--- config.mk ---
export PLATFORM = sky130hd
export DESIGN_NAME = gcps_ram
export DESIGN_NICKNAME = d
export VERILOG_FILES = /design/src/rtl/gcps_ram.sv
export SDC_FILE = /design/constraint.sdc
export NUM_CORES = 1
export LEC_CHECK = 0
export BUFFER_PORTS_ARGS = -buffer_cell sky130_fd_sc_hd__buf_2
export CAP_MARGIN = 10
export CORE_ASPECT_RATIO = 0.75
export CORE_MARGIN = 5
export CORE_UTILIZATION = 30
export DETAILED_ROUTE_END_ITERATION = 12
export PLACE_DENSITY = 0.56
export SLEW_MARGIN = 10
export SYNTH_ARGS = -nofsm -noshare
export SYNTH_HDL_FRONTEND = slang
export SYNTH_SLANG_ARGS = --single-unit
--- constraint.sdc ---
create_clock -name clk -period 2.5 [get_ports clk]
set_input_delay 0.5 -clock clk [delete_from_list [all_inputs] [get_ports clk]]
set_output_delay 0.5 -clock clk [all_outputs]
set_load 0.03 [all_outputs]
--- src/rtl/gcps_ram.sv ---
// Simple dual-port RAM: one write port, one read port, registered read data.
module gcps_ram #(
  parameter int unsigned WIDTH = 8,
  parameter int unsigned DEPTH = 16
) (
  input  logic                     clk,
  input  logic                     we,
  input  logic [$clog2(DEPTH)-1:0] waddr,
  input  logic [WIDTH-1:0]         wdata,
  input  logic                     re,
  input  logic [$clog2(DEPTH)-1:0] raddr,
  output logic [WIDTH-1:0]         rdata
);

  logic [WIDTH-1:0] mem [DEPTH];

  always_ff @(posedge clk) begin
    if (we) begin
      mem[waddr] <= wdata;
    end
    if (re) begin
      rdata <= mem[raddr];
    end
  end

endmodule

**Word level (Yosys, flattened, before mapping)**

Memories as Yosys holds them, arrays and structs flattened. A register that Yosys moved wholly into a read port is not among the register bits.
Cells that the tools add are included.

- Word-level logic and storage cells: 3
- Output and inout bits: 8
- RAM bits: 128
- Bits in registers: 0
- Memories: 1
- Input port bits: 19

- Mux-type cells: 2

Memory list:

| name | words | width | rd ports | clocked after memory_dff | wr ports | RTL line | source |
|---|---|---|---|---|---|---|---|
| mem | 16 | 8 | 1 | 1 | 1 | 15 | `logic [WIDTH-1:0] mem [DEPTH];` |

Operators by type and width:

| operator | count |
|---|---|
| $mux W1 | 2 |

**Logic depth before layout (Yosys ltp)**

- Depth in word-level cells: 2
- Mapped depth: 5
- Gate-level depth less buffers: 3

**Least setup slack after synthesis**

OpenSTA, ideal clock, no wires.

- Path kind: input to register
- Start point: input waddr[2]
- End point: memory mem[0][0], enable pin
- Required time: 2117 ps
- Buffers on the path: 0
- Arrival: 1610 ps
- Path slack: 507 ps
- Setup time: 383 ps
- Stages: 2
- Path through: or3b_2 > nor3_1

RTL lines:

| what | RTL line | source |
|---|---|---|
| start: declaration | 8 | `input logic [$clog2(DEPTH)-1:0] waddr,` |
| end: declaration | 15 |  |

Straight into the memory's write port.

==> impl_metrics.env <==
export IMPL_status="complete, no violations"
export IMPL_post_route_period_util=0.7147
export IMPL_gp_congestion=0.8270
export IMPL_cts_hold_buf=0
export IMPL_worstHoldPathType="input pin to flip-flop"
export IMPL_drc_errors=0
export IMPL_setup_violations=0
export IMPL_grtUsageMet2=0.1607
export IMPL_worst_slew_pin_slew_ps=719.4
export IMPL_clkSinkCount=136
export IMPL_syn_area_um2=5228
export IMPL_first_global_vias=2580
export IMPL_antenna_found_initial=1
export IMPL_grt_start_max_net_pins=33
export IMPL_viasPerCell=4.615
export IMPL_crit_chain="buf_2, buf_4, mux4_1, a22oi_1, nand2_1"
export IMPL_placementRows=41
export IMPL_cts_made_buffers=17
export IMPL_path_clk_slew_ps=60
export IMPL_critical_path_max_stage_delay_ps=570
export IMPL_filler_cell_count=1521
export IMPL_synth_seq_cells=136
export IMPL_die_y_um=124.3
export IMPL_path_buf_inv=2
export IMPL_dr_total_vias=2455
export IMPL_drtAntennaViolNets=0
export IMPL_final_nets=303
export IMPL_fin_setup_tns_ps=0
export IMPL_irDropWorstVdd_uv=387.6
export IMPL_reg2reg_slack_ps=960
export IMPL_cts_setup_buffers=0
export IMPL_dr_pass1_iters=4
export IMPL_reg2reg_depth=3
export IMPL_clk_latency_ps=420
export IMPL_cellLeakagePower_nw=2.101
export IMPL_met3_usage=0.03870
export IMPL_synthesis_instances=229
export IMPL_clock_path_buffers=2
export IMPL_top_usage_layer="met2"
export IMPL_drt_iter0_markers=176
export IMPL_crit_arrival_ps=1930
export IMPL_cts_tree="yes"
export IMPL_antenna_cells=0
export IMPL_synthesis_nets=248
export IMPL_min_to="rdata[4]"
export IMPL_maxCapViolations=0
export IMPL_wl_mm=10.66
export IMPL_seq_area_frac_synth=0.7812
export IMPL_ys_top_cells_by_area="edfxtp_1, mux4_2, mux4_1, a22oi_1, nor2_1"
export IMPL_crit_required_ps=2640
export IMPL_timing_hold_ws_ps=442.9
export IMPL_grt_pass1_wl_mm=16.19
export IMPL_worst_path_max_delay_cell="mux4_1"
export IMPL_crit_type="input pin to flip-flop"
export IMPL_syn_to_final_growth_pct=20.56
export IMPL_avgSynthCellArea_um2=22.83
export IMPL_ctsResizeCount=0
export IMPL_slew_violations=0
export IMPL_gr_usage_met1=0.1562
export IMPL_synth_top_cell_area_share=0.7812
export IMPL_die_area_um2=20190
export IMPL_start_kind="input pin"
export IMPL_cts_root_buffer="clkbuf_16"
export IMPL_relSlewSlack=0.5194
export IMPL_final_common_cell="edfxtp_1"
export IMPL_min_delay_start="re"
export IMPL_timing_rr_start="mem[9][5]"
export IMPL_yosysTopAreaCell="edfxtp_1"
export IMPL_rsz0062_at_grt="no"
export IMPL_crit_path_end_kind="flip-flop"
export IMPL_fin_skew_ps=12.66
export IMPL_wl_per_cell_um=20.03
export IMPL_overflow=0
export IMPL_io_pins=27
export IMPL_die_w_um=162.4
export IMPL_min_period_ps=1787
export IMPL_hpwlAfterDp_mm=7.052
export IMPL_coreArea_um2=16980
export IMPL_grt_usage=0.1116
export IMPL_cp_max_fo=8
export IMPL_start_util=0.3079
export IMPL_h_tree_depth=4
export IMPL_final_hold_viol_count=0
export IMPL_regToRegEndpoint="rdata[5]"
export IMPL_cellPowerDensity_nw_per_um2=824.4
export IMPL_path_delay_family="multiplexers"
export IMPL_layout_common_cells="edfxtp_1, buf_2, mux4_2, buf_4, clkbuf_16"
export IMPL_max_freq_ghz=0.5597
export IMPL_holdPathStages=1
export IMPL_drive_above_1_share=0.3176
export IMPL_ys_types=18
export IMPL_yosysWarnings=0
export IMPL_port_buffers=26
-- synthesized netlist by cell type (all sizes together) --
cell / instances
and2: 1
a22oi: 16
mux4: 32
and2b: 1
edfxtp: 136
nor3: 4
nor2: 13
nand2b: 2
nand3: 1
buf: 7
nand3b: 2
nor2b: 1
or3b: 1
clkdlybuf4s25: 3
nand2: 9
-- where the power goes --
group | internal, mW | switching (mW)
Combinational | 0.102 | 0.156
Clock | 1.45 | 0.906
Sequential | 2.57 | 0.0147
Total | 4.12 | 1.08
-- worst max path at each step --
stage	start	to	slack, ps	depth (start not counted)
floorplan	waddr[2]	mem[0][0]	510	2
global placement	raddr[0]	rdata[0]	300	5
detailed placement	raddr[0]	rdata[0]	300	5
CTS	raddr[0]	rdata[0]	720	5
global route	raddr[0]	rdata[4]	680	5
finish	raddr[0]	rdata[1]	710	5
-- registers in the layout (all words and copies together), names as in the netlist --
| name | flops |
|---|---|
| mem | 128 |
| rdata | 8 |
-- logic make-up (layout without fill, tap and decap cells) --
family / after synthesis / count (layout) / share of synthesized area
flip-flops: 136 / 136 / 0.7812
AO/OA/AOI/OAI: 16 / 16 / 0.02298
AND/OR/NAND/NOR: 35 / 35 / 0.03136
multiplexers: 32 / 32 / 0.1479
buffers and inverters: 10 / 77 / 0.01651
-- cell type report --
| cell class | instances | area, um2 | share of cell area |
|---|---|---|---|
| clock buffer | 17 | 425.4 | 0.06750 |
| sequential | 136 | 4084 | 0.6480 |
| clock inverter | 14 | 135.1 | 0.02144 |
| tap | 236 | 295.3 | 0.04685 |
| timing repair buffer | 46 | 305.3 | 0.04844 |
| multi-input combinational | 83 | 1057 | 0.1678 |
-- per-layer routing --
| metal | vias up | share of wire |
|---|---|---|
| li1 | 1091 | - |
| met1 | 1282 | 0.47 |
| met2 | 66 | 0.45 |
| met3 | 14 | 0.062 |
| met4 | 2 | 0.012 |
| met5 | - | 0.0012 |
-- stage by stage --
stage | util | setup WS (ps) | area, um2 | std cells | power [mW]
after global routing | 0.3712 | 675.4 | 6302 | 532 | 5.391
after CTS | 0.3712 | 717.0 | 6302 | 532 | 5.248
final | 0.3712 | 713.2 | 6302 | 532 | 5.196
after floorplan | - | 507.1 | 5228 | 229 | 2.779
after global placement | 0.3381 | 303.6 | 5742 | 501 | 2.887
after detailed placement | 0.3381 | 296.3 | 5742 | 501 | 2.893
Power figures use the tool's default switching activity.
